--- src/rtl/core/radio_packet_framer_sum8_top_macros.svh ---
// Assertion helpers used by the framer back end.
`ifndef RADIO_PACKET_FRAMER_SUM8_TOP_MACROS_SVH
`define RADIO_PACKET_FRAMER_SUM8_TOP_MACROS_SVH

// Checks that an expression holds at every rising clock edge outside reset.
`define RPFS_ASSERT_ALWAYS(label, clk, rst_n, expr) \
    label: assert property (@(posedge clk) disable iff (!(rst_n)) (expr)) \
        else $error("framer assertion failed");

// Checks that a condition implies a consequence in the same cycle.
`define RPFS_ASSERT_IMPLIES(label, clk, rst_n, ante, cons) \
    label: assert property (@(posedge clk) disable iff (!(rst_n)) (ante) |-> (cons)) \
        else $error("framer assertion failed");

`endif

--- src/rtl/core/rpfs_pkg.sv ---
package rpfs_pkg;

    // Kind of work that the front end hands to the back end.
    typedef enum logic [1:0] {
        JOB_HEADER,
        JOB_PAYLOAD,
        JOB_ORPHAN
    } t_job_kind;

    localparam logic [1:0] STATUS_OK      = 2'd0;
    localparam logic [1:0] STATUS_ORPHAN  = 2'd1;
    localparam logic [1:0] STATUS_ABANDON = 2'd2;

    localparam logic [1:0] CFG_FRAME_TAG          = 2'd0;
    localparam logic [1:0] CFG_DATA_OPCODE        = 2'd1;
    localparam logic [1:0] CFG_DATA_REPEAT_OPCODE = 2'd2;

    localparam logic [15:0] FRAME_TAG_RESET   = 16'hF0A1;
    localparam logic [7:0]  DATA_OPCODE_RESET = 8'd1;
    localparam logic [7:0]  DATA_REPEAT_RESET = 8'd2;

    localparam logic [7:0] MAX_PAYLOAD = 8'd242;
    localparam logic [7:0] END_BYTE    = 8'h00;

    // Result step numbers within one job.
    localparam logic [3:0] STEP_HDR_LAST  = 4'd11;
    localparam logic [3:0] STEP_HDR_SUM   = 4'd12;
    localparam logic [3:0] STEP_HDR_END   = 4'd13;
    localparam logic [3:0] STEP_PAY_SUM   = 4'd1;
    localparam logic [3:0] STEP_PAY_END   = 4'd2;
    localparam logic [3:0] STEP_FIRST     = 4'd0;

    typedef struct packed {
        t_job_kind   kind;
        logic [1:0]  status;
        logic        close;
        logic [7:0]  data;
        logic [7:0]  len;
        logic [15:0] tag;
        logic [15:0] pcount;
        logic [15:0] pindex;
        logic [31:0] ecc;
    } t_job;

endpackage

--- src/rtl/core/radio_packet_framer_sum8_top.sv ---
// Packet framer with an 8-bit additive checksum. A start beat (cmd 0) opens a frame
// and yields a 12-byte header; a framed payload beat (cmd 1) yields its byte; the
// beat that carries the last payload byte also yields the modulo-256 sum of every
// frame byte and a zero end byte. A start beat with a zero length yields all 14
// bytes. The result channel moves one byte per beat, one beat per cycle at most, and
// the input side takes one beat per cycle while the job queue has room, so payload
// beats flow at one per cycle while the receiver does not stall; a header takes 12
// (or 14) result beats of the output side, absorbed by a job queue of QUEUE_DEPTH
// entries. Each accepted beat goes through the job queue and the output register.

module radio_packet_framer_sum8_top #(
    parameter int QUEUE_DEPTH = 4
) (
    input  logic        i_clk,
    input  logic        i_rst_n,

    // Input channel.
    input  logic        i_valid,
    output logic        o_stall,
    input  logic        i_cmd,
    input  logic [7:0]  i_packet_command,
    input  logic        i_has_update_para,
    input  logic [15:0] i_package_count,
    input  logic [15:0] i_package_index,
    input  logic [31:0] i_ecc_word,
    input  logic [7:0]  i_payload_len,
    input  logic [7:0]  i_payload_byte,

    // Result channel.
    output logic        o_valid,
    input  logic        i_stall,
    output logic [7:0]  o_out_byte,
    output logic        o_last_of_run,
    output logic        o_frame_done,
    output logic [1:0]  o_status,

    // Configuration write channel: index 0 frame tag, 1 data opcode,
    // 2 data repeat opcode. Writes to other indexes are ignored.
    input  logic        i_cfg_valid,
    output logic        o_cfg_ready,
    input  logic [1:0]  i_cfg_index,
    input  logic [15:0] i_cfg_data
);
    import rpfs_pkg::*;

    t_job push_job;
    t_job head_job;
    logic push;
    logic pop;
    logic q_full;
    logic q_empty;

    // Registers are always writable; software must write them only while idle, and the block does not enforce it.
    assign o_cfg_ready = 1'b1;

    // The front end classifies each beat, tracks whether a packet is open and
    // how many payload bytes remain, and resolves the header fields.
    rpfs_front u_front (
        .i_clk             (i_clk),
        .i_rst_n           (i_rst_n),
        .i_valid           (i_valid),
        .o_stall           (o_stall),
        .i_cmd             (i_cmd),
        .i_packet_command  (i_packet_command),
        .i_has_update_para (i_has_update_para),
        .i_package_count   (i_package_count),
        .i_package_index   (i_package_index),
        .i_ecc_word        (i_ecc_word),
        .i_payload_len     (i_payload_len),
        .i_payload_byte    (i_payload_byte),
        .i_cfg_valid       (i_cfg_valid && o_cfg_ready),
        .i_cfg_index       (i_cfg_index),
        .i_cfg_data        (i_cfg_data),
        .i_q_full          (q_full),
        .o_push            (push),
        .o_job             (push_job)
    );

    // The queue decouples the two sides so a long header run does not stall
    // the input until the queue fills.
    rpfs_queue #(
        .DEPTH (QUEUE_DEPTH)
    ) u_queue (
        .i_clk   (i_clk),
        .i_rst_n (i_rst_n),
        .i_push  (push),
        .i_job   (push_job),
        .i_pop   (pop),
        .o_job   (head_job),
        .o_full  (q_full),
        .o_empty (q_empty)
    );

    // The back end serializes each job into result beats, keeps the running
    // checksum, and holds the result in an output register.
    rpfs_back u_back (
        .i_clk         (i_clk),
        .i_rst_n       (i_rst_n),
        .i_job         (head_job),
        .i_q_empty     (q_empty),
        .o_pop         (pop),
        .o_valid       (o_valid),
        .i_stall       (i_stall),
        .o_out_byte    (o_out_byte),
        .o_last_of_run (o_last_of_run),
        .o_frame_done  (o_frame_done),
        .o_status      (o_status)
    );

endmodule

--- src/rtl/core/rpfs_front.sv ---
module rpfs_front (
    input  logic              i_clk,
    input  logic              i_rst_n,
    input  logic              i_valid,
    output logic              o_stall,
    input  logic              i_cmd,
    input  logic [7:0]        i_packet_command,
    input  logic              i_has_update_para,
    input  logic [15:0]       i_package_count,
    input  logic [15:0]       i_package_index,
    input  logic [31:0]       i_ecc_word,
    input  logic [7:0]        i_payload_len,
    input  logic [7:0]        i_payload_byte,
    input  logic              i_cfg_valid,
    input  logic [1:0]        i_cfg_index,
    input  logic [15:0]       i_cfg_data,
    input  logic              i_q_full,
    output logic              o_push,
    output rpfs_pkg::t_job    o_job
);
    import rpfs_pkg::*;

    logic [15:0] r_frame_tag;
    logic [7:0]  r_data_opcode;
    logic [7:0]  r_data_repeat_opcode;
    logic        r_open;
    logic [7:0]  r_remaining;
    logic        n_open;
    logic [7:0]  n_remaining;
    logic [7:0]  len_clamped;
    logic        accept;

    always_ff @(posedge i_clk) begin
        if (!i_rst_n) begin
            r_frame_tag          <= FRAME_TAG_RESET;
            r_data_opcode        <= DATA_OPCODE_RESET;
            r_data_repeat_opcode <= DATA_REPEAT_RESET;
        end else if (i_cfg_valid) begin
            case (i_cfg_index)
                CFG_FRAME_TAG:          r_frame_tag <= i_cfg_data;
                CFG_DATA_OPCODE:        r_data_opcode <= i_cfg_data[7:0];
                CFG_DATA_REPEAT_OPCODE: r_data_repeat_opcode <= i_cfg_data[7:0];
                default: ;
            endcase
        end
    end

    assign accept      = i_valid && !i_q_full;
    assign o_stall     = i_q_full;
    assign o_push      = accept;
    assign len_clamped = (i_payload_len > MAX_PAYLOAD) ? MAX_PAYLOAD : i_payload_len;

    // Classify the beat and work out the framing state it leaves behind.
    always_comb begin
        o_job       = '0;
        n_open      = r_open;
        n_remaining = r_remaining;
        if (!i_cmd) begin
            o_job.kind   = JOB_HEADER;
            o_job.status = r_open ? STATUS_ABANDON : STATUS_OK;
            o_job.close  = (len_clamped == 8'd0);
            o_job.data   = i_packet_command;
            o_job.len    = len_clamped;
            o_job.tag    = r_frame_tag;
            o_job.pcount = i_has_update_para ? i_package_count : 16'd0;
            o_job.pindex = i_has_update_para ? i_package_index : 16'd0;
            o_job.ecc    = ((i_packet_command == r_data_opcode) ||
                            (i_packet_command == r_data_repeat_opcode)) ? i_ecc_word : 32'd0;
            n_open       = (len_clamped != 8'd0);
            n_remaining  = len_clamped;
        end else if (r_open) begin
            o_job.kind   = JOB_PAYLOAD;
            o_job.status = STATUS_OK;
            o_job.close  = (r_remaining == 8'd1);
            o_job.data   = i_payload_byte;
            n_remaining  = r_remaining - 8'd1;
            n_open       = (r_remaining != 8'd1);
        end else begin
            o_job.kind   = JOB_ORPHAN;
            o_job.status = STATUS_ORPHAN;
        end
    end

    always_ff @(posedge i_clk) begin
        if (!i_rst_n) begin
            r_open      <= 1'b0;
            r_remaining <= 8'd0;
        end else if (accept) begin
            r_open      <= n_open;
            r_remaining <= n_remaining;
        end
    end

endmodule

--- src/rtl/core/rpfs_queue.sv ---
module rpfs_queue #(
    parameter int DEPTH = 4
) (
    input  logic              i_clk,
    input  logic              i_rst_n,
    input  logic              i_push,
    input  rpfs_pkg::t_job    i_job,
    input  logic              i_pop,
    output rpfs_pkg::t_job    o_job,
    output logic              o_full,
    output logic              o_empty
);
    import rpfs_pkg::*;

    localparam int PW = (DEPTH > 1) ? $clog2(DEPTH) : 1;
    localparam int CW = $clog2(DEPTH + 1);
    localparam logic [PW-1:0] LAST_PTR = PW'(DEPTH - 1);
    localparam logic [CW-1:0] FULL_CNT = CW'(DEPTH);

    t_job          r_mem [DEPTH];
    logic [PW-1:0] r_wr_ptr;
    logic [PW-1:0] r_rd_ptr;
    logic [CW-1:0] r_count;
    logic          do_push;
    logic          do_pop;

    assign o_full  = (r_count == FULL_CNT);
    assign o_empty = (r_count == '0);
    assign do_push = i_push && !o_full;
    assign do_pop  = i_pop && !o_empty;
    assign o_job   = r_mem[r_rd_ptr];

    always_ff @(posedge i_clk) begin
        if (do_push) begin
            r_mem[r_wr_ptr] <= i_job;
        end
    end

    always_ff @(posedge i_clk) begin
        if (!i_rst_n) begin
            r_wr_ptr <= '0;
            r_rd_ptr <= '0;
            r_count  <= '0;
        end else begin
            if (do_push) begin
                r_wr_ptr <= (r_wr_ptr == LAST_PTR) ? '0 : r_wr_ptr + 1'b1;
            end
            if (do_pop) begin
                r_rd_ptr <= (r_rd_ptr == LAST_PTR) ? '0 : r_rd_ptr + 1'b1;
            end
            case ({do_push, do_pop})
                2'b10:   r_count <= r_count + 1'b1;
                2'b01:   r_count <= r_count - 1'b1;
                default: r_count <= r_count;
            endcase
        end
    end

endmodule

--- src/rtl/core/rpfs_back.sv ---
`include "radio_packet_framer_sum8_top_macros.svh"

module rpfs_back (
    input  logic              i_clk,
    input  logic              i_rst_n,
    input  rpfs_pkg::t_job    i_job,
    input  logic              i_q_empty,
    output logic              o_pop,
    output logic              o_valid,
    input  logic              i_stall,
    output logic [7:0]        o_out_byte,
    output logic              o_last_of_run,
    output logic              o_frame_done,
    output logic [1:0]        o_status
);
    import rpfs_pkg::*;

    logic        r_out_valid;
    logic [7:0]  r_out_byte;
    logic        r_out_last;
    logic        r_out_done;
    logic [1:0]  r_out_status;
    logic [3:0]  r_step;
    logic [3:0]  n_step;
    logic [7:0]  r_sum;
    logic [7:0]  n_sum;
    logic [7:0]  cur_byte;
    logic        cur_done;
    logic        cur_last;
    logic        load;

    assign load = !i_q_empty && (!r_out_valid || !i_stall);

    // Pick the byte for the current step of the job at the queue head.
    always_comb begin
        cur_byte = END_BYTE;
        cur_done = 1'b0;
        cur_last = 1'b0;
        n_sum    = r_sum;
        case (i_job.kind)
            JOB_HEADER: begin
                case (r_step)
                    4'd0:    cur_byte = i_job.tag[7:0];
                    4'd1:    cur_byte = i_job.tag[15:8];
                    4'd2:    cur_byte = i_job.data;
                    4'd3:    cur_byte = i_job.pcount[7:0];
                    4'd4:    cur_byte = i_job.pcount[15:8];
                    4'd5:    cur_byte = i_job.pindex[7:0];
                    4'd6:    cur_byte = i_job.pindex[15:8];
                    4'd7:    cur_byte = i_job.len;
                    4'd8:    cur_byte = i_job.ecc[7:0];
                    4'd9:    cur_byte = i_job.ecc[15:8];
                    4'd10:   cur_byte = i_job.ecc[23:16];
                    4'd11:   cur_byte = i_job.ecc[31:24];
                    4'd12:   cur_byte = r_sum;
                    default: cur_byte = END_BYTE;
                endcase
                if (r_step == STEP_FIRST) begin
                    n_sum = cur_byte;
                end else if (r_step <= STEP_HDR_LAST) begin
                    n_sum = r_sum + cur_byte;
                end
                cur_done = (r_step == STEP_HDR_END);
                cur_last = i_job.close ? (r_step == STEP_HDR_END) : (r_step == STEP_HDR_LAST);
            end
            JOB_PAYLOAD: begin
                case (r_step)
                    STEP_FIRST: begin
                        cur_byte = i_job.data;
                        n_sum    = r_sum + i_job.data;
                    end
                    STEP_PAY_SUM: cur_byte = r_sum;
                    default:      cur_byte = END_BYTE;
                endcase
                cur_done = (r_step == STEP_PAY_END);
                cur_last = i_job.close ? (r_step == STEP_PAY_END) : (r_step == STEP_FIRST);
            end
            default: begin
                cur_byte = END_BYTE;
                cur_last = 1'b1;
            end
        endcase
        n_step = cur_last ? STEP_FIRST : r_step + 4'd1;
    end

    assign o_pop = load && cur_last;

    always_ff @(posedge i_clk) begin
        if (!i_rst_n) begin
            r_out_valid <= 1'b0;
            r_step      <= STEP_FIRST;
            r_sum       <= 8'd0;
        end else begin
            if (load) begin
                r_out_valid <= 1'b1;
                r_step      <= n_step;
                r_sum       <= n_sum;
            end else if (!i_stall) begin
                r_out_valid <= 1'b0;
            end
        end
    end

    always_ff @(posedge i_clk) begin
        if (load) begin
            r_out_byte   <= cur_byte;
            r_out_last   <= cur_last;
            r_out_done   <= cur_done;
            r_out_status <= i_job.status;
        end
    end

    assign o_valid       = r_out_valid;
    assign o_out_byte    = r_out_byte;
    assign o_last_of_run = r_out_last;
    assign o_frame_done  = r_out_done;
    assign o_status      = r_out_status;

    `RPFS_ASSERT_IMPLIES(a_done_is_last_zero, i_clk, i_rst_n, r_out_valid && r_out_done, r_out_last && (r_out_byte == END_BYTE))
    `RPFS_ASSERT_IMPLIES(a_orphan_single, i_clk, i_rst_n, r_out_valid && (r_out_status == STATUS_ORPHAN), r_out_last && !r_out_done)
    `RPFS_ASSERT_IMPLIES(a_job_held_in_queue, i_clk, i_rst_n, r_step != STEP_FIRST, !i_q_empty)
    `RPFS_ASSERT_ALWAYS(a_step_in_range, i_clk, i_rst_n, r_step <= STEP_HDR_END)

endmodule

--- config.mk ---
export PLATFORM = sky130hd
export DESIGN_NAME = radio_packet_framer_sum8_top
export DESIGN_NICKNAME = d
export VERILOG_FILES = /design/src/rtl/core/rpfs_pkg.sv /design/src/rtl/core/radio_packet_framer_sum8_top.sv /design/src/rtl/core/rpfs_front.sv /design/src/rtl/core/rpfs_queue.sv /design/src/rtl/core/rpfs_back.sv
export VERILOG_INCLUDE_DIRS = /design/src /design/src/rtl/core
export SDC_FILE = /design/constraint.sdc
export NUM_CORES = 1
export LEC_CHECK = 0
export ABC_AREA = 1
export BUFFER_PORTS_ARGS = -buffer_cell sky130_fd_sc_hd__buf_2
export CORE_MARGIN = 3
export CORE_UTILIZATION = 55
export CTS_BUF_LIST = sky130_fd_sc_hd__clkbuf_16
export DETAILED_ROUTE_END_ITERATION = 8
export GPL_ROUTABILITY_DRIVEN = 0
export PLACE_DENSITY = 0.73
export SLEW_MARGIN = 20
export SYNTH_ARGS = -nofsm -noshare
export SYNTH_HDL_FRONTEND = slang
export SYNTH_SLANG_ARGS = --single-unit
export TNS_END_PERCENT = 50
--- constraint.sdc ---
create_clock -name i_clk -period 15.2 [get_ports i_clk]
set_input_delay 0 -clock i_clk [delete_from_list [all_inputs] [get_ports i_clk]]
set_output_delay 0 -clock i_clk [all_outputs]
set_load 0.005 [all_outputs]
==> results of run 1 <==
-- tightest hold or removal path, cell delays in order --
cell      delay [ns]
buf_2           0.11
nor2_1          0.13
nand4_1         0.12
nand2_1         0.10
a221oi_1        0.08
-- layer usage --
layer	global-route usage (%)	vias up
li1	-	7366
met1	36.1	7604
met2	44.2	780
met3	4.43	111
met4	8.30	0
met5	0	-
-- cell families after synthesis --
family | share of synthesized area, %
XOR/XNOR | 0.705
AO/OA/AOI/OAI | 10.8
flip-flops | 64.6
other | 0.0178
adder cells (fa/ha/maj) | 1.71
buffers and inverters | 6.70
AND/OR/NAND/NOR | 15.5
-- stage by stage --
stage	util (%)	cells	total power, uW	hold WS, ns
6_report	65.1	2793	4330	0.0467
5_1_grt	65.1	2792	4570	0.0612
4_1_cts	65.1	2792	4320	0.000944
3_5_place_dp	58.2	2589	3220	0.226
3_3_place_gp	58.2	2589	3170	0.220
2_1_floorplan	-	2025	2840	0.113
-- how the worst max path moves through the flow --
| stage | startpoint | to | slack, ns | cells past startpoint |
|---|---|---|---|---|
| 3_5_place_dp | flip-flop | u_back.r_sum[6]$_SDFFE_PN0P_ | 10.74 | 21 |
| 5_1_grt | flip-flop | u_back.r_sum[6]$_SDFFE_PN0P_ | 10.26 | 18 |
| 4_1_cts | flip-flop | u_back.r_sum[6]$_SDFFE_PN0P_ | 10.74 | 22 |
| 3_3_place_gp | flip-flop | u_back.r_sum[6]$_SDFFE_PN0P_ | 10.86 | 21 |
| 6_report | flip-flop | u_queue.r_count[2]$_SDFFE_PN0P_ | 10.69 | 17 |
| 2_1_floorplan | u_queue.r_count[2]$_SDFFE_PN0P_ | u_queue.r_mem[0][0]$_DFFE_PP_ | 9.69 | 6 |
-- power groups by stage --
| stage | sequential (uW) | combinational, uW | clock [uW] |
|---|---|---|---|
| after floorplan | 1710 | 1130 | 0 |
| after global placement | 1740 | 1430 | 0 |
| after detailed placement | 1750 | 1470 | 0 |
| after CTS | 1720 | 1500 | 1100 |
| after global routing | 1740 | 1680 | 1150 |
| final | 1720 | 1520 | 1090 |
-- synth_stat cells, types with 27 or more instances --
cell type	instances	area, um2
dfxtp_1	63	1260
inv_1	201	754
nand3_1	86	430
a21oi_1	69	345
nand2_1	354	1330
o21ai_0	191	956
edfxtp_1	412	12400
clkbuf_1	31	116
nor2_1	306	1150
buf_6	27	304
buf_2	27	135
o22ai_1	58	363
-- timing repair --
action / CTS / global route
hold buffers: 117 / 0
resized for setup: 0 / 0
endpoints found under the hold margin: 347 / 0
setup buffers: 0 / 0
-- final cells by class --
| cell class | instances | area [um2] | share of cell area [%] |
|---|---|---|---|
| diodes | 1 | 2.50 | 0.0102 |
| clock buffers | 47 | 1180 | 4.78 |
| clock inverters | 39 | 260 | 1.06 |
| inverters | 211 | 795 | 3.23 |
| multi-input cells | 1244 | 6100 | 24.8 |
| flip-flops and latches | 475 | 13600 | 55.5 |
| well taps | 511 | 639 | 2.60 |
| repair buffers | 265 | 1970 | 8.00 |
-- sequential cells by signal (all words and copies together), names as in the netlist, 2 cells and up, named ones only --
register,flops
u_back.o_status,2
u_front.r_frame_tag,16
u_front.r_remaining,8
u_back.o_out_byte,8
u_queue.r_wr_ptr,2
u_back.r_step,4
u_queue.r_count,3
u_queue.r_mem,400
u_front.r_data_opcode,8
u_back.r_sum,8
u_front.r_data_repeat_opcode,8
u_queue.r_rd_ptr,2
==> flow_summary.json, run 1 <==
{
  "hold_viol_final": 0,
  "synth_ff_type": "edfxtp_1",
  "rsz0062_at_grt": "no",
  "core_um2": 37800,
  "syn_inst": 2025,
  "grt_pass1_vias": 15600,
  "layout_commonest_cell": "edfxtp_1",
  "htree_levels": 2,
  "slowest_delay_ns": 0.72,
  "vdd_ir_drop_max_v": 0.000115,
  "grt_max_degree": 98,
  "fin_crit_sh_pct": 29.7,
  "die_x_um": 202,
  "cp_num_buf_inv": 4,
  "synth-edff-count": 412,
  "fin_tns_setup_ns": 0,
  "startpoint_type": "flip-flop",
  "area_growth_pct": 16.5,
  "cp_top_family": "buffers and inverters",
  "final_cell_mix": "edfxtp_1 (412), nand2_1 (354), nor2_1 (302)",
  "syn_nets": 2165,
  "synth_area_um2": 21100,
  "slew_viol_final": 0,
  "power.switching_uw": 1630,
  "pwr-share-comb_pct": 35.1,
  "ys_types": 54,
  "p_leak_uw": 0.00978,
  "tightest_slew_ns": 1.13,
  "cts_buffers": 47,
  "wl_met2_um": 26500,
  "placed_cell_area_um2": 22000,
  "portBuffers": 126,
  "drv_cap": 0,
  "synthArstFlopShare_pct": 0,
  "hold_depth": 5,
  "ys_seq_area_share_pct": 64.6,
  "rr_worst_depth": 17,
  "dr.max_layer_used": "met4",
  "rows": 71,
  "ys_ff_latch": 475,
  "drt-met1-wl_um": 22600,
  "finClkSkew_ns": 0.0165,
  "hp-class": "input port to flip-flop",
  "fp.dieArea_um2": 40800,
  "clock_latency_ns": 0.56,
  "num-fill-cells": 2822,
  "status": "completed",
  "clock_power_share_pct": 25.1,
  "p_sw_share_pct": 37.7,
  "remaining_drc_errors": 0,
  "crit_slowest_cell": "inv_2",
  "drive_gt1_share_pct": 11.7,
  "antenna_found_initial": 0,
  "finalSetupViolations": 0,
  "drt_iter0_markers": 1723,
  "hp-start": "i_payload_len[3]",
  "drtPass1Iterations": 5,
  "io_pins": 128,
  "clkSinkCount": 475,
  "power_density_nw_per_um2": 176,
  "grt_pass1_wl_um": 85100,
  "dpl.hpwl_um": 32700,
  "initial_core_util_pct": 55.9,
  "post-route-min-period_ns": 4.51,
  "cts_buffer_depth": 3,
  "worstReg2RegEnd": "u_queue.r_count[2]$_SDFFE_PN0P_",
  "yosysWarnings": 0,
  "grt_use_total_pct": 26.5,
  "seq_power_share_pct": 39.7,
  "via_per_inst": 5.68,
  "worstSetupPathType": "flip-flop to flip-flop",
  "cp.arrival_ns": 4.95,
  "cpMostUsedCell": "a21oi_1",
  "rrSetupSlack_ns": 10.69,
  "num-nets-final": 2384,
  "grt.overflow.total": 0,
  "synth_area_per_cell_um2": 10.4,
  "clkTransAtPathRegs_ns": 0.06,
  "hold_end": "u_front.r_open$_SDFFE_PN0P_",
  "slew-limit-headroom_pct": 24.7,
  "antenna_left": 0,
  "p_int_uw": 2700,
  "fmax_mhz": 222,
  "cts-root-buf": "clkbuf_16",
  "vias": 15900,
  "wl_per_cell_um": 19.7,
  "crit_chain": "inv_2, buf_4, a21oi_1, a32o_1, or2_1, a21oi_1, o21ai_1, o311ai_2, nand2_2, inv_2, ha_1, inv_1, fa_1, a21oi_1, o21ai_0, o21ai_0, a21oi_1",
  "finalInstanceArea_um2": 24600,
  "die_h_um": 202,
  "wirelength_um": 55100,
  "cp.required_ns": 15.63,
  "dp_slack_ns": 10.74,
  "setup_slack_ns": 10.69,
  "crit_fanout": 57,
  "dr_wl_met3_um": 4630,
  "end_kind": "flip-flop",
  "cts_tree": "yes"
}
(Power assumes the default switching activity.)
==> run 2: changes to the inputs <==
clock period = 4.65 ns   (was 15.2 ns; I/O delays follow)
==> run 2 against run 1 <==
Compared with the run above:
- sequential share of layout area down 0.48 points
- clock skew up 0.0076 ns
- first-iteration DRC count up 0.93%
- routed wire length down 0.62%
- global-route usage about the same
- final area up 0.87%
- worst hold slack better by 0.0015 ns
- largest cell class unchanged
- critical path depth up 5
- clock power rose to 3.4 times the previous value
- count of clock-buffer cells in the layout up 1
- power rose to 3.3 times the previous value
- non-clock buffer count up 11
==> flow_summary.json, run 2 (same netlist as run 1, synthesis figures left out) <==
{
  "hp-start": "i_payload_len[0]",
  "rrSetupSlack_ns": 1.10,
  "drt_iter0_markers": 1739,
  "post_cts_buffers": 0,
  "fin_tns_setup_ns": 0,
  "grt_max_degree": 137,
  "remaining_drc_errors": 0,
  "hold_depth": 5,
  "post-route-min-period_ns": 3.55,
  "finClkSkew_ns": 0.0241,
  "initial_core_util_pct": 55.9,
  "wl_per_cell_um": 19.5,
  "clock_power_share_pct": 25.6,
  "core_um2": 37800,
  "p_int_uw": 8980,
  "via_per_inst": 5.70,
  "top_regs": "u_queue.r_mem x400, u_front.r_frame_tag x16",
  "worstSetupPathType": "flip-flop to flip-flop",
  "finish.utilization_pct": 65.7,
  "largest_reg_flops": 400,
  "num-fill-cells": 2776,
  "fmax_mhz": 281,
  "final_cell_mix": "edfxtp_1 (412), nand2_1 (354), nor2_1 (302)",
  "cts_buffer_depth": 3,
  "wirelength_um": 54800,
  "drive_gt1_share_pct": 12.0,
  "antenna_found_initial": 0,
  "crit_start": "u_back.r_step[0]$_SDFFE_PN0P_",
  "die_h_um": 202,
  "cts_resized": 0,
  "r2r-start": "u_back.r_step[0]$_SDFFE_PN0P_",
  "power.switching_uw": 5380,
  "fin_crit_sh_pct": 76.4,
  "fp.dieArea_um2": 40800,
  "drt-met1-wl_um": 22100,
  "power.total_uw": 14400,
  "htree_levels": 2,
  "area_growth_pct": 17.5,
  "clkSinkCount": 475,
  "startpoint_type": "flip-flop",
  "crit_fanout": 6,
  "p_leak_uw": 0.00985,
  "slew_viol_final": 0,
  "io_pins": 128,
  "pwr-share-comb_pct": 35.7,
  "vdd_ir_drop_max_v": 0.000409,
  "wl_met2_um": 25600,
  "drv_cap": 0,
  "cp.required_ns": 5.15,
  "power_density_nw_per_um2": 579,
  "dr.max_layer_used": "met4",
  "clock_latency_ns": 0.57,
  "cts_buffers": 47,
  "vias": 16000,
  "cts_tree": "yes",
  "slew-limit-headroom_pct": 28.1,
  "rsz0062_at_grt": "no",
  "tightest_slew_ns": 1.08,
  "seq_power_share_pct": 38.7,
  "rows": 71,
  "regMostFlops": "u_queue.r_mem",
  "grt_pass1_wl_um": 85000,
  "end_kind": "flip-flop",
  "dpl.hpwl_um": 33200,
  "dp.cells": 2594,
  "cp.arrival_ns": 4.05,
  "drtPass1Iterations": 6,
  "antenna_left": 0,
  "clkTransAtPathRegs_ns": 0.06,
  "status": "completed",
  "grt.overflow.total": 0,
  "cts-root-buf": "clkbuf_16",
  "layout_commonest_cell": "edfxtp_1",
  "grt_use_total_pct": 26.5,
  "hold_viol_final": 0,
  "hold_ws_ns": 0.0482,
  "hp-class": "input port to flip-flop",
  "rr_worst_depth": 22,
  "diodes": 0,
  "die_x_um": 202,
  "portBuffers": 126,
  "p_sw_share_pct": 37.5,
  "grt_pass1_vias": 15500,
  "finalSetupViolations": 0,
  "num-nets-final": 2395,
  "dr_wl_met3_um": 4990,
  "final_cells": 2803
}
## run 2: cell count changes in the layout (fill, tap and decap cells not counted), moves of 2 or more
cell,delta
clkinv_4,+2
clkinv_2,+4
buf_12,+5
dlygate4sd3_1,+6
inv_6,-3
inv_1,-5
## run 2: timing repair
| item | in CTS | in global routing |
|---|---|---|
| setup endpoints to repair | 0 | 0 |
| hold endpoints to repair | 352 | 0 |
| hold buffers | 123 | 0 |
## run 2: critical path: stages (launching register included)
cell and delay, ns:
dfxtp_1 0.35, inv_1 0.12, ha_1 0.16, inv_1 0.08, nor2_1 0.47, inv_1 0.34, nor2_1 0.25, nor3_1 0.09
nand2_1 0.11, nor2_2 0.06, inv_1 0.05, ha_1 0.16, inv_1 0.06, fa_1 0.43, nor2_1 0.15, nand3_2 0.09
nand2_1 0.09, nand2_1 0.08, nand2_1 0.06, nand2_1 0.05, nand3_1 0.06, nand2_1 0.06, a21oi_2 0.12
## run 2: metrics by stage
step | instance area (um2) | setup slack, ns
floorplan | 21100 | -0.862
global placement | 22100 | 1.26
detailed placement | 22100 | 1.16
CTS | 24800 | 1.15
global route | 24800 | 0.865
finish | 24800 | 1.10
## run 2: layout make-up
class	count	area, um2	share of cell area (%)
Inverter	211	795	3.20
Clock inverter	38	292	1.18
Timing Repair Buffer	276	2130	8.58
Clock buffer	48	1200	4.84
Tap cell	511	639	2.58
Multi-Input combinational cell	1244	6100	24.6
Sequential cell	475	13600	55.0
## run 2: final timing paths
kind,to
min reg2reg,u_front.r_frame_tag[6]$_SDFFE_PN0P_
max,u_back.r_sum[6]$_SDFFE_PN0P_
max reg2reg,u_back.r_sum[6]$_SDFFE_PN0P_
min,u_queue.r_mem[2][80]$_DFFE_PP_
## run 2: power by group through the flow
stage	logic [uW]	registers, uW	clock network, uW
4_1_cts	5050	5550	3710
5_1_grt	5680	5600	3890
6_report	5130	5560	3680
2_1_floorplan	3680	5590	0
3_3_place_gp	4820	5630	0
3_5_place_dp	4940	5640	0
## run 2: per-layer routing
metal  GRT usage (%)  vias up
met5               0        -
met4            10.1        0
met3            4.35      157
met2            42.9      839
met1            36.5     7584
li1                -     7391
==> run 3: changes to the inputs <==
ABC_AREA = 0   (was 1)
clock period = 3.35 ns   (was 4.65 ns; I/O delays follow)
==> run 3 against run 2 <==
Compared with the run above:
- the run now ends with setup timing left
- global-route usage up 0.27 points
- count of clock-buffer cells in the layout unchanged
- critical path type unchanged
- sequential share of layout area down 1.2 points
- sequential power up 36%
- critical endpoint is now u_back.r_sum[7]$_SDFFE_PN0P_
- register-to-register slack worse by 1.6 ns
- synthesized area down 3.9%
- largest cell class unchanged
==> flow_summary.json, run 3 <==
{
  "syn_inst": 1295,
  "area.sequential_um2": 13600,
  "yosysWarnings": 0,
  "regMostFlops": "u_queue.r_mem",
  "syn_nets": 1435,
  "die_h_um": 198,
  "post-route-min-period_ns": 3.90,
  "wl_met2_um": 26000,
  "synthArstFlopShare_pct": 0,
  "tightest_slew_ns": 0.740,
  "dp_slack_ns": -0.569,
  "vias": 13000,
  "clock_latency_ns": 0.58,
  "ys_seq_area_share_pct": 67.2,
  "violations": "setup timing",
  "drtPass1Iterations": 5,
  "clkSinkCount": 475,
  "cts-root-buf": "clkbuf_16",
  "cp.required_ns": 3.86,
  "hp-class": "input port to flip-flop",
  "drt_iter0_markers": 1286,
  "area_growth_pct": 25.1,
  "multi_input_area_um2": 6330,
  "synth_top_area_share_pct": 61.0,
  "initial_core_util_pct": 56.5,
  "antenna_found_initial": 0,
  "fp.dieArea_um2": 39200,
  "crit_end": "u_back.r_sum[7]$_SDFFE_PN0P_",
  "synthTopCellsByCount": "edfxtp_1 (412), mux4_2 (81), and2_1 (75)",
  "crit_fanout": 7,
  "fin_tns_setup_ns": -1.84,
  "remaining_drc_errors": 0,
  "htree_levels": 2,
  "ys_ff_latch": 475,
  "rr_worst_depth": 15,
  "grt_pass1_wl_um": 79500,
  "rsz0062_at_grt": "yes",
  "power.total_uw": 19100,
  "final_cell_mix": "edfxtp_1 (412), dlygate4sd3_1 (129), buf_2 (126)",
  "synth.most_common_cell": "edfxtp_1",
  "via_per_inst": 6.03,
  "finalSetupViolations": 6,
  "fin_crit_sh_pct": 116,
  "status": "complete, but fails checks",
  "portBuffers": 126,
  "startpoint_type": "flip-flop",
  "dpl.hpwl_um": 33400,
  "end_kind": "flip-flop",
  "vdd_ir_drop_max_v": 0.000510,
  "drt-met1-wl_um": 21000,
  "grt_use_total_pct": 26.8,
  "diodes": 0,
  "worstReg2RegEnd": "u_back.r_sum[7]$_SDFFE_PN0P_",
  "largest_reg_flops": 400,
  "synth-edff-count": 412,
  "die_x_um": 198,
  "drv_cap": 0,
  "num-nets-final": 1788,
  "cp.arrival_ns": 4.41,
  "clkTransAtPathRegs_ns": 0.06,
  "slew_viol_final": 0,
  "dr_wl_met3_um": 3400,
  "core_um2": 35900,
  "yosys-top-cells-area": "edfxtp_1 (61%), mux4_2 (9.0%), dfxtp_1 (6.2%), mux2i_1 (2.6%), and2_1 (2.3%)",
  "fmax_mhz": 256,
  "ys_types": 70,
  "io_pins": 128,
  "finalInstanceArea_um2": 25400,
  "rrSetupSlack_ns": -0.55,
  "p_leak_uw": 0.00919,
  "cts_tree": "yes",
  "placed_cell_area_um2": 22200,
  "finClkSkew_ns": 0.0149,
  "worstSetupPathType": "flip-flop to flip-flop",
  "dr.max_layer_used": "met4",
  "synth_ff_type": "edfxtp_1",
  "cts_buffer_depth": 3,
  "cts_buffers": 48,
  "wirelength_um": 51800,
  "drive_gt1_share_pct": 26.8,
  "setup_slack_ns": -0.552,
  "synth_top_cell_by_area": "edfxtp_1",
  "num-fill-cells": 2246,
  "slew-limit-headroom_pct": 50.6,
  "wl_per_cell_um": 24.2,
  "grt_max_degree": 50,
  "rows": 69,
  "synth_area_um2": 20300,
  "synth_area_per_cell_um2": 15.7,
  "grt.overflow.total": 0,
  "layout_commonest_cell": "edfxtp_1",
  "grt_pass1_vias": 13400,
  "antenna_left": 0,
  "power_density_nw_per_um2": 754,
  "top_regs": "u_queue.r_mem x400, u_front.r_frame_tag x16",
  "hold_viol_final": 0
}
==> run 3: changes by cell type in the layout (fill, tap and decap cells not counted), moves of 43 or more <==
cell and delta:
nand2_1 -286, buf_4 +80, mux2i_1 +53, nor2_1 -257, nand3_1 -74, nor2b_1 +43
mux4_2 +81, and2_1 +71, inv_1 -171, o21ai_0 -171
==> run 3: where the power goes <==
part	internal [uW]	switching, uW	total (uW)
logic	2770	3150	5920
clock network	3400	2240	5640
registers	7250	320	7570
total	13400	5710	19100
==> run 3: metal layers <==
layer	GRT usage, %	up-vias
met5	0	-
met4	7.63	0
met3	4.12	116
met2	45.4	541
met1	36.6	6538
li1	-	5755
==> run 3: cells by family (layout without fill, tap and decap cells) <==
| family | after synthesis | in the layout | share of synthesized area (%) |
|---|---|---|---|
| other cells | 1 | 1 | 0.0185 |
| compound gates | 204 | 204 | 7.20 |
| simple gates | 308 | 308 | 8.09 |
| flops | 475 | 475 | 67.2 |
| fa+ha+maj | 29 | 29 | 1.88 |
| xor+xnor | 32 | 32 | 1.38 |
| mux | 139 | 139 | 12.0 |
| buf+inv | 107 | 497 | 2.22 |
==> run 3: metrics by stage <==
| step | util [%] | instances | hold WS, ns |
|---|---|---|---|
| floorplan | - | 1295 | 0.124 |
| detailed placement | 61.9 | 1924 | 0.213 |
| finish | 70.6 | 2146 | 0.0663 |
| global route | 70.6 | 2146 | 0.0484 |
| global placement | 61.9 | 1924 | 0.211 |
| CTS | 70.4 | 2143 | 0.00898 |
==> run 3: cell type report <==
cell class,instances,share of cell area [%]
clock buffers,48,4.73
clock inverters,39,1.86
inverters,35,0.518
multi-input cells,713,25.0
flip-flops and latches,475,53.8
well taps,461,2.27
repair buffers,375,11.9
==> run 3: critical path, stage by stage, from the launching register on <==
cell	delay, ns
dfxtp_4	0.41
buf_4	0.13
buf_8	0.12
buf_4	0.13
mux4_2	0.51
a221oi_2	0.28
nor3_1	0.08
or3_4	0.40
ha_2	0.19
or2_2	0.29
a2111oi_4	0.37
o31ai_2	0.13
a41oi_2	0.19
xnor2_2	0.15
mux2_4	0.34
a21oi_2	0.12
==> run 3: worst min-delay path by stage <==
| stage | end | start | slack, ns | cells after the start |
|---|---|---|---|---|
| floorplan | u_front.r_frame_tag[0]$_SDFFE_PN1P_ | i_cfg_data[0] | 0.12 | 2 |
| global placement | u_front.r_frame_tag[15]$_SDFFE_PN1P_ | i_cfg_data[15] | 0.21 | 3 |
| detailed placement | u_front.r_frame_tag[13]$_SDFFE_PN1P_ | i_cfg_data[13] | 0.21 | 3 |
| CTS | u_queue.r_mem[2][89]$_DFFE_PP_ | i_packet_command[1] | 0.009 | 2 |
| global route | u_queue.r_mem[3][89]$_DFFE_PP_ | i_packet_command[1] | 0.05 | 2 |
| finish | u_queue.r_mem[1][89]$_DFFE_PP_ | i_packet_command[1] | 0.07 | 2 |
==> run 3: repair_timing <==
action | 4_1_cts | 5_1_grt
buffers inserted | 3 | 3
hold buffers | 129 | 0
endpoints found under the setup margin | 7 | 9
cloned | 0 | 0
gates resized for setup | 12 | 16
hold endpoints to repair | 367 | 0
pin swaps | 8 | 15
